===== src/rtl/ritoa_pkg.sv =====
package ritoa_pkg;

	localparam int VALUE_BITS     = 32;
	localparam int MAX_DIGITS_DEF = 32;

	localparam logic [5:0] RADIX_MIN  = 6'd2;
	localparam logic [5:0] RADIX_MAX  = 6'd36;
	localparam logic [7:0] CHAR_ZERO  = 8'h30;
	localparam logic [7:0] CHAR_ALPHA = 8'h41;
	localparam logic [5:0] ALPHA_LO   = 6'd10;
	localparam logic [5:0] ALPHA_HI   = 6'd22;

	typedef struct packed {
		logic [VALUE_BITS-1:0] number_value;
		logic [5:0]            radix;
		logic [5:0]            fixed_width;
	} ritoa_in_t;

	typedef struct packed {
		logic [7:0] char_code;
		logic       last_char;
		logic [5:0] text_length;
	} ritoa_out_t;

	typedef enum logic [2:0] {
		ST_IDLE,
		ST_DIV,
		ST_STORE,
		ST_LEN,
		ST_RD,
		ST_LOAD
	} ritoa_state_t;

	typedef struct packed {
		logic load;
		logic div_step;
		logic store;
		logic set_len;
		logic rd;
		logic emit;
	} ritoa_cmd_t;

	typedef struct packed {
		logic div_last;
		logic q_zero;
		logic store_full;
		logic pos_zero;
		logic out_free;
	} ritoa_sts_t;

	// digits ten to twenty-two are letters, the rest sit above '0'
	function automatic logic [7:0] digit_char(input logic [5:0] d);
		logic [7:0] c;
		if (d >= ALPHA_LO && d <= ALPHA_HI) begin
			c = CHAR_ALPHA + {2'b00, d - ALPHA_LO};
		end else begin
			c = CHAR_ZERO + {2'b00, d};
		end
		return c;
	endfunction

endpackage


===== src/rtl/ritoa_ram.sv =====
module ritoa_ram #(
	parameter int WIDTH = 8,
	parameter int DEPTH = 32
) (
	input  logic                     clk,
	input  logic                     we,
	input  logic [$clog2(DEPTH)-1:0] waddr,
	input  logic [WIDTH-1:0]         wdata,
	input  logic                     re,
	input  logic [$clog2(DEPTH)-1:0] raddr,
	output logic [WIDTH-1:0]         rdata
);

	logic [WIDTH-1:0] mem_q [DEPTH];
	logic [WIDTH-1:0] rdata_q;

	always_ff @(posedge clk) begin
		if (we) begin
			mem_q[waddr] <= wdata;
		end
		if (re) begin
			rdata_q <= mem_q[raddr];
		end
	end

	assign rdata = rdata_q;

endmodule


===== src/rtl/ritoa_datapath.sv =====
module ritoa_datapath import ritoa_pkg::*; #(
	parameter int MAX_DIGITS = MAX_DIGITS_DEF
) (
	input  logic       clk,
	input  logic       arst_n,
	input  ritoa_in_t  num_word,
	input  ritoa_cmd_t cmd,
	output ritoa_sts_t sts,
	output logic       txt_valid,
	input  logic       txt_stall,
	output ritoa_out_t txt_word
);

	localparam int AW = $clog2(MAX_DIGITS);
	localparam int CW = $clog2(MAX_DIGITS + 1);
	localparam int BW = $clog2(VALUE_BITS);

	logic [VALUE_BITS-1:0] quot_q;
	logic [5:0]            rem_q;
	logic [5:0]            base_q;
	logic [BW-1:0]         bit_q;
	logic [CW-1:0]         count_q;
	logic [CW-1:0]         width_q;
	logic [CW-1:0]         len_q;
	logic [AW-1:0]         pos_q;
	logic                  txt_valid_q;
	ritoa_out_t            txt_q;

	logic [6:0] shifted;
	logic       ge;
	logic [6:0] diff;
	logic [7:0] rd_char;
	logic       we;
	logic [CW-1:0] new_len;

	assign shifted = {rem_q, quot_q[VALUE_BITS-1]};
	assign ge      = shifted >= {1'b0, base_q};
	assign diff    = shifted - {1'b0, base_q};
	assign we      = cmd.store;
	assign new_len = (width_q != '0) ? width_q : count_q;

	ritoa_ram #(
		.WIDTH(8),
		.DEPTH(MAX_DIGITS)
	) u_store (
		.clk  (clk),
		.we   (we),
		.waddr(AW'(count_q)),
		.wdata(digit_char(rem_q)),
		.re   (cmd.rd),
		.raddr(pos_q),
		.rdata(rd_char)
	);

	always_ff @(posedge clk) begin
		if (cmd.load) begin
			quot_q  <= num_word.number_value;
			rem_q   <= '0;
			bit_q   <= '0;
			count_q <= '0;
			if (num_word.radix < RADIX_MIN) begin
				base_q <= RADIX_MIN;
			end else if (num_word.radix > RADIX_MAX) begin
				base_q <= RADIX_MAX;
			end else begin
				base_q <= num_word.radix;
			end
			if (int'(num_word.fixed_width) > MAX_DIGITS) begin
				width_q <= CW'(MAX_DIGITS);
			end else begin
				width_q <= CW'(num_word.fixed_width);
			end
		end else if (cmd.div_step) begin
			quot_q <= {quot_q[VALUE_BITS-2:0], ge};
			rem_q  <= ge ? diff[5:0] : shifted[5:0];
			bit_q  <= bit_q + 1'b1;
		end else if (cmd.store) begin
			rem_q   <= '0;
			bit_q   <= '0;
			count_q <= count_q + 1'b1;
		end
		if (cmd.set_len) begin
			len_q <= new_len;
			pos_q <= AW'(new_len - 1'b1);
		end else if (cmd.emit && pos_q != '0) begin
			pos_q <= pos_q - 1'b1;
		end
		if (cmd.emit) begin
			txt_q.char_code   <= (CW'(pos_q) < count_q) ? rd_char : CHAR_ZERO;
			txt_q.last_char   <= (pos_q == '0);
			txt_q.text_length <= 6'(len_q);
		end
	end

	always_ff @(posedge clk or negedge arst_n) begin
		if (!arst_n) begin
			txt_valid_q <= 1'b0;
		end else if (cmd.emit) begin
			txt_valid_q <= 1'b1;
		end else if (!txt_stall) begin
			txt_valid_q <= 1'b0;
		end
	end

	assign sts.div_last   = (bit_q == BW'(VALUE_BITS - 1));
	assign sts.q_zero     = (quot_q == '0);
	assign sts.store_full = (count_q == CW'(MAX_DIGITS - 1));
	assign sts.pos_zero   = (pos_q == '0);
	assign sts.out_free   = !txt_valid_q || !txt_stall;

	assign txt_valid = txt_valid_q;
	assign txt_word  = txt_q;

	a_store_in_range: assert property (@(posedge clk) disable iff (!arst_n)
		cmd.store |-> int'(count_q) < MAX_DIGITS)
		else $error("digit store written past its depth");

endmodule


===== src/rtl/ritoa_ctrl.sv =====
module ritoa_ctrl import ritoa_pkg::*; (
	input  logic       clk,
	input  logic       arst_n,
	input  logic       num_valid,
	output logic       num_stall,
	input  ritoa_sts_t sts,
	output ritoa_cmd_t cmd
);

	ritoa_state_t state_q;
	ritoa_state_t state_d;

	always_ff @(posedge clk or negedge arst_n) begin
		if (!arst_n) begin
			state_q <= ST_IDLE;
		end else begin
			state_q <= state_d;
		end
	end

	always_comb begin
		state_d = state_q;
		unique case (state_q)
			ST_IDLE: begin
				if (num_valid) state_d = ST_DIV;
			end
			ST_DIV: begin
				if (sts.div_last) state_d = ST_STORE;
			end
			ST_STORE: begin
				state_d = (sts.q_zero || sts.store_full) ? ST_LEN : ST_DIV;
			end
			ST_LEN: begin
				state_d = ST_RD;
			end
			ST_RD: begin
				state_d = ST_LOAD;
			end
			ST_LOAD: begin
				if (sts.out_free) state_d = sts.pos_zero ? ST_IDLE : ST_RD;
			end
			default: state_d = ST_IDLE;
		endcase
	end

	always_comb begin
		cmd       = '0;
		num_stall = 1'b1;
		unique case (state_q)
			ST_IDLE: begin
				num_stall = 1'b0;
				cmd.load  = num_valid;
			end
			ST_DIV:   cmd.div_step = 1'b1;
			ST_STORE: cmd.store    = 1'b1;
			ST_LEN:   cmd.set_len  = 1'b1;
			ST_RD:    cmd.rd       = 1'b1;
			ST_LOAD:  cmd.emit     = sts.out_free;
			default: begin
				cmd       = '0;
				num_stall = 1'b1;
			end
		endcase
	end

	a_emit_free: assert property (@(posedge clk) disable iff (!arst_n)
		cmd.emit |-> sts.out_free)
		else $error("word loaded over an untaken word");

	a_div_done: assert property (@(posedge clk) disable iff (!arst_n)
		(state_q == ST_DIV && sts.div_last) |=> state_q == ST_STORE)
		else $error("division did not end in a store");

	a_last_idle: assert property (@(posedge clk) disable iff (!arst_n)
		(cmd.emit && sts.pos_zero) |=> (state_q == ST_IDLE && !num_stall))
		else $error("not idle after final character");

endmodule


===== src/rtl/radix_integer_to_ascii.sv =====
// Steps: a load, then per natural digit a division through a shared restoring divider
// (one quotient bit per cycle) followed by the digit write, then a step to fix the
// length, then per character a registered store read and a load into the output register.
// One number at a time: a new number is not taken until its last character is loaded.
// The next number is taken while the final character still waits in the output register.
// Reset (arst_n low, asynchronous) returns to idle with no output word pending.
module radix_integer_to_ascii import ritoa_pkg::*; #(
	parameter int MAX_DIGITS = MAX_DIGITS_DEF
) (
	input  logic       clk,
	input  logic       arst_n,
	input  logic       num_valid,
	output logic       num_stall,
	input  ritoa_in_t  num_word,
	output logic       txt_valid,
	input  logic       txt_stall,
	output ritoa_out_t txt_word
);

	ritoa_cmd_t cmd;
	ritoa_sts_t sts;

	ritoa_ctrl u_ctrl (
		.clk      (clk),
		.arst_n   (arst_n),
		.num_valid(num_valid),
		.num_stall(num_stall),
		.sts      (sts),
		.cmd      (cmd)
	);

	ritoa_datapath #(
		.MAX_DIGITS(MAX_DIGITS)
	) u_datapath (
		.clk      (clk),
		.arst_n   (arst_n),
		.num_word (num_word),
		.cmd      (cmd),
		.sts      (sts),
		.txt_valid(txt_valid),
		.txt_stall(txt_stall),
		.txt_word (txt_word)
	);

endmodule


===== config.mk =====
export PLATFORM = sky130hd
export DESIGN_NAME = radix_integer_to_ascii
export DESIGN_NICKNAME = d
export VERILOG_FILES = /design/src/rtl/ritoa_pkg.sv /design/src/rtl/ritoa_ram.sv /design/src/rtl/ritoa_datapath.sv /design/src/rtl/ritoa_ctrl.sv /design/src/rtl/radix_integer_to_ascii.sv
export SDC_FILE = /design/constraint.sdc
export NUM_CORES = 1
export LEC_CHECK = 0
export BUFFER_PORTS_ARGS = -buffer_cell sky130_fd_sc_hd__buf_2
export CAP_MARGIN = 25
export CELL_PAD_IN_SITES_DETAIL_PLACEMENT = 0
export CELL_PAD_IN_SITES_GLOBAL_PLACEMENT = 2
export CORE_MARGIN = 2
export CORE_UTILIZATION = 25
export DETAILED_ROUTE_END_ITERATION = 10
export PLACE_DENSITY = 0.48
export SLEW_MARGIN = 20
export SYNTH_ARGS = -nofsm -noshare
export SYNTH_HDL_FRONTEND = slang
export SYNTH_SLANG_ARGS = --single-unit
export TNS_END_PERCENT = 30

===== constraint.sdc =====
create_clock -name clk -period 4.5 [get_ports clk]
set_clock_uncertainty 0.1 [all_clocks]
set_input_delay 0.9 -clock clk [delete_from_list [all_inputs] [get_ports clk]]
set_output_delay 0.9 -clock clk [all_outputs]
set_load 0.005 [all_outputs]

# Word-level counts from Yosys, hierarchy flattened
# Memories as Yosys holds them, arrays and structs flattened. A register that Yosys moved wholly into a read port is not among the register bits.
# Index checks and enable logic that the tools add are counted.
[classes] n_mux=29 bitwise=1 n_addsub=8 n_reduce_logical=17 n_eq_ne=11 order_cmp=7
[ops] operator="$mux W32" count=2
[ops] operator="$logic_not A32 Y1" count=1
[ops] operator="$mux W6" count=5
[ops] operator="$mux W5" count=4
[ops] operator="$pmux W3 S6" count=1
[ops] operator="$gt A6 B6 Y1 const B" count=2
[ops] operator="$mux W3" count=4
[ops] operator="$mux W1" count=11
[ops] operator="$sub A5 B1 Y5 const B" count=2
[ops] operator="$add A7 B6 Y8 const A" count=1
[ops] operator="$mux W8" count=1
[ops] operator="$add A6 B6 Y7 const A" count=1
[ops] operator="$ge A7 B6 Y1" count=1
[ops] operator="$add A6 B1 Y6 const B" count=1
[ops] operator="$eq A3 B2 Y1 const B" count=2
[ops] operator="$eq A3 B3 Y1 const B" count=2
[ops] operator="$eq A6 B5 Y1 const B" count=1
[ops] operator="$ge A6 B4 Y1 const B" count=1
[ops] operator="$le A6 B5 Y1 const B" count=1
[ops] operator="$lt A5 B6 Y1" count=1
[ops] operator="$lt A6 B2 Y1 const B" count=1
[ops] operator="$reduce_bool A2 Y1" count=3
[ops] operator="$reduce_bool A6 Y1" count=1
[ops] operator="$sub A6 B4 Y6 const B" count=1
[ops] operator="17 further kinds" count=22
[totals] out_inout_bits=17 ff_bits=91 ramBits=256 memories=1
[mem_list] name="u_datapath.u_store.mem_q" depth=32 width=8 read_ports=1 rd_ports_with_merged_regs=1 write_ports=1 line="ritoa_ram.sv:14" text="logic [WIDTH-1:0] mem_q [DEPTH];"

# Logic depth before layout (Yosys ltp)
[logic_depth] ltp_word=6 depth_mapped=9 mapped_depth_nobuf=9

# Modules after synthesis
# Synthesis repeated with hierarchy kept, for this count alone.
[hier_totals] cells_unflattened=798 hier_area_um2=14809.2
[by_module_without_submodules] module="ritoa_ram" n_inst=1 seq_area_each_um2=7927.6 area_per_inst_um2=10133.5 cells_each=417
[by_module_without_submodules] module="ritoa_datapath" n_inst=1 seq_area_each_um2=2467.4 area_per_inst_um2=4453.0 cells_each=357
[by_module_without_submodules] module="ritoa_ctrl" n_inst=1 seq_area_each_um2=75.1 area_per_inst_um2=222.7 cells_each=24

# Worst setup path after synthesis
# OpenSTA, ideal clock, no wires.
[synth_timing] path_type="input-to-reg" start="input port num_valid" end="register u_datapath.quot_q[0] (enable)" required_ns=3.939 setup_ns=0.461 setup_slack_ns=0.735 arrival_ns=3.204 n_path_buf=0 cell_stages=2 cell_sequence="nor2_1 nor3_1"
[synth_between] elab_chain_len=2
[synth_lines] element="start: declaration" line="radix_integer_to_ascii.sv:12" text="input logic num_valid,"
[synth_lines] element="$mux W1" line="ritoa_ctrl.sv:49" text="unique case (state_q)"
[synth_lines] element="$reduce_bool A2 Y1 (no line)"
[synth_lines] element="end signal: assignment" line="ritoa_datapath.sv:57" text="quot_q <= num_word.number_value;"
[synth_lines] element="end signal: assignment" line="ritoa_datapath.sv:74" text="quot_q <= {quot_q[VALUE_BITS-2:0], ge};"
[synth_lines] element="end: declaration" line="ritoa_datapath.sv:18" text="logic [VALUE_BITS-1:0] quot_q;"
# No other way between the ends.
# A chain may end at the register's enable or synchronous reset.

# Final worst setup path
[layout_timing] start="register u_ctrl.state_q[1]" end="memory u_datapath.u_store.mem_q[11][4] (enable)"
[layout_between] elab_chain_len=4
[layout_lines] element="start: declaration" line="ritoa_ctrl.sv:10" text="ritoa_state_t state_q;"
[layout_lines] element="start signal: assignment" line="ritoa_ctrl.sv:17" text="state_q <= state_d;"
[layout_lines] element="$eq A3 B2 Y1" line="ritoa_ctrl.sv:49"
[layout_lines] element="$mux W1" line="ritoa_ctrl.sv:49"
[layout_lines] element="$mux W1" line="ritoa_ram.sv:18" text="if (we) begin"
[layout_lines] element="$mux W1 (implied by the code)" line="ritoa_ram.sv:19" text="mem_q[waddr] <= wdata;"
[layout_lines] element="end: declaration" line="ritoa_ram.sv:14"
# No other way between the ends.

==> results.tsv <==
metric	value	unit
outcome	complete, no violations	
max_stage_delay	0.85	ns
area_delta_synth_final	17.8	%
gr-total-overflow	0	
relSlewSlack	41.3	%
die_x	247	um
cp_data_required_time	4.59	ns
path_cells	nor3b_2 -> nand2_1 -> nor2_1	
placedCellCount	1636	
switchingPower	0.00325	W
dp_hpwl	23100	um
portBuffers	64	
worstPathArrival	3.28	ns
min_path_cells	0	
crit_path_max_fanout	15	
gp_congestion	0.706	
viasPerCell	4.36	
synth_area_leaders	edfxtp_1, mux4_2, mux2_1, dfxtp_1, ha_1	
critical_path_class	register to register	
comb_power_share	23.2	%
first_pass_iters	5	
wl_per_cell	21.0	um
placed_area	16100	um2
start_kind	register	
syn_inst	815	
fin_crit_sh	71.0	%
cts_buffers	41	
yosysWarnings	0	
clkLatencyLatePin	0.56	ns
synth_ff_type	edfxtp_1	
grt_antenna_before_repair	0	
fill_cells	5767	
remaining_drc_errors	0	
fp.dieH	247	um
critPathCaptureType	register	
final_common_cell	edfxtp_1	
postRouteAntennaNets	0	
initial_core_util	25.2	%
ys_seq_elements	355	
post_synth_num_cell_types	52	
ys_seq_area_share	70.8	%
synth_top_area_share	67.8	%
power_density	610	nW/um2
reg2reg_depth	3	
synth_edf_count	334	
r2r_start	u_ctrl.state_q[1]	
first_iter_violations	528	
root_buffer	clkbuf_16	
final_cells	1713	
nNetsFinal	980	
finalMaxSlewViolations	0	
ir_worst_vdd	0.000401	V
p_int	0.00738	W
p_clk_share	29.6	%
p_leak	5.73	nW
tritoncts	done	
hp-start	u_datapath.len_q[4]	
die-area	61100	um2
sw_frac_of_total	30.5	%
r2r-end	u_datapath.u_store.mem_q[11][4]	
grt_start_max_net_pins	67	
synthesis.area	14800	um2
p_seq_share	47.2	%
seq_area	10500	um2
cts_sinks	355	
worst_pin_slew	0.877	ns
multi_input_area	4120	um2
setup_viol	0	
vias	7474	
gr-usage-all-layers	12.0	%
async_flop_share	1.13	%
clkTransAtPathRegs	0.06	ns
ctsHtreeMaxLevel	2	
grt_pass1_vias	7971	
core-area	58700	um2
syn-num-nets	888	
ios	65	
worst-path-buf-inv	0	
mostFrequentLayoutCells	edfxtp_1, mux4_2, buf_2	
diodes	0	
synth_top_area_cell	edfxtp_1	
crit_family	simple AND/OR/NAND/NOR gates	
final_cell_area	17400	um2
post_cts_buffers	0	
grt_pass1_wl	53600	um
finalHoldViolCount	0	
syn_area_per_cell	18.1	um2
drive_above_1_share	25.7	%
hold_end	u_datapath.txt_word[4]	
hold_path.class	register to register	
rsz0062_at_grt	false	
r2r_slack	1.31	ns
wl	35900	um
slowest_stage	nor2_1	
cap_violations	0	
setup_tns	0	ns
finalCriticalPeriod	3.19	ns
rows	89	
fmax	313	MHz
cts_buffer_depth	3	
==> cell usage after synthesis (12+ instances only) <==
cell type and instances:
edfxtp_1 334, mux4_2 78, nor2_1 63, mux2_1 33, nand2_1 27, ha_1 24
clkbuf_1 23, inv_1 21, dfxtp_1 17, o21ai_1 17, xnor2_1 16, a21oi_1 15
a21o_1 12
==> state kept, by name (all words and copies together), names as in the netlist <==
signal and count:
u_datapath.width_q 6, u_datapath.txt_valid 1, u_datapath.rem_q 6, u_datapath.base_q 6, u_ctrl.state_q 3, u_datapath.u_store.rdata 8, u_datapath.pos_q 5, u_datapath.len_q 6
u_datapath.quot_q 32, u_datapath.u_store.mem_q 256, u_datapath.txt_word 15, u_datapath.bit_q 5, u_datapath.count_q 6
==> what timing repair did <==
action / 4_1_cts / 5_1_grt
resized for setup: 0 / 0
endpoints found under the hold margin: 4 / 0
hold buffers: 1 / 0
==> cell families (layout without fill, tap and decap cells) <==
kind of cell | Yosys count | count (layout) | synth area share [%]
compound gates | 75 | 75 | 3.23
xor+xnor | 19 | 19 | 1.13
fa+ha+maj | 26 | 26 | 2.23
buf+inv | 58 | 183 | 1.70
flops | 355 | 355 | 70.8
mux | 130 | 130 | 16.0
simple gates | 152 | 152 | 4.89
==> how the worst max path moves through the flow <==
| stage | from | to | cells after the start | slack [ns] |
|---|---|---|---|---|
| after floorplan | num_valid | u_datapath.quot_q[0] | 2 | 0.74 |
| after global placement | u_ctrl.state_q[1] | u_datapath.u_store.mem_q[7][6] | 3 | 1.34 |
| after detailed placement | u_ctrl.state_q[1] | u_datapath.u_store.mem_q[0][1] | 3 | 1.29 |
| after CTS | u_ctrl.state_q[1] | u_datapath.u_store.mem_q[11][1] | 3 | 1.28 |
| after global routing | u_ctrl.state_q[1] | u_datapath.u_store.mem_q[15][2] | 3 | 1.02 |
| final | u_ctrl.state_q[1] | u_datapath.u_store.mem_q[11][4] | 3 | 1.31 |
==> worst register-to-register path: cells and delay by family, from the launching register on <==
family / cells / cell delay (ns)
DFF: 1 / 0.66
and+or+nand+nor: 3 / 2.08
==> through the flow <==
stage                     power (W)  setup WS [ns]  util, %  hold WS (ns)
after global placement      0.00757           1.34     27.5         0.311
after global routing         0.0112           1.02     29.7         0.333
after CTS                    0.0108           1.28     29.7         0.324
after detailed placement    0.00764           1.29     27.5         0.309
after floorplan             0.00637          0.735        -         0.300
final                        0.0106           1.31     29.7         0.320
==> routing by layer <==
| layer | track usage (%) | routed length, um | vias up |
|---|---|---|---|
| met5 | 0 | 0 | - |
| met4 | 3.63 | 765 | 0 |
| met3 | 2.31 | 1280 | 48 |
| met2 | 19.8 | 17500 | 117 |
| met1 | 16.1 | 16300 | 3864 |
| li1 | - | - | 3445 |
==> area by class of cell <==
type / instances / area share [%]
Tap cell: 773 / 5.55
Clock inverter: 27 / 1.07
Timing Repair Buffer: 82 / 2.89
Multi-Input combinational cell: 402 / 23.7
Clock buffer: 49 / 6.18
Inverter: 25 / 0.539
Sequential cell: 355 / 60.1
==> power by group through the flow <==
stage / sequential [W] / clock (W) / combinational, W
floorplan: 0.00502 / 0 / 0.00135
global route: 0.00506 / 0.00340 / 0.00277
finish: 0.00501 / 0.00315 / 0.00246
detailed placement: 0.00509 / 0 / 0.00255
CTS: 0.00502 / 0.00326 / 0.00254
global placement: 0.00510 / 0 / 0.00247
No activity file was read; power rests on OpenSTA's default activity.
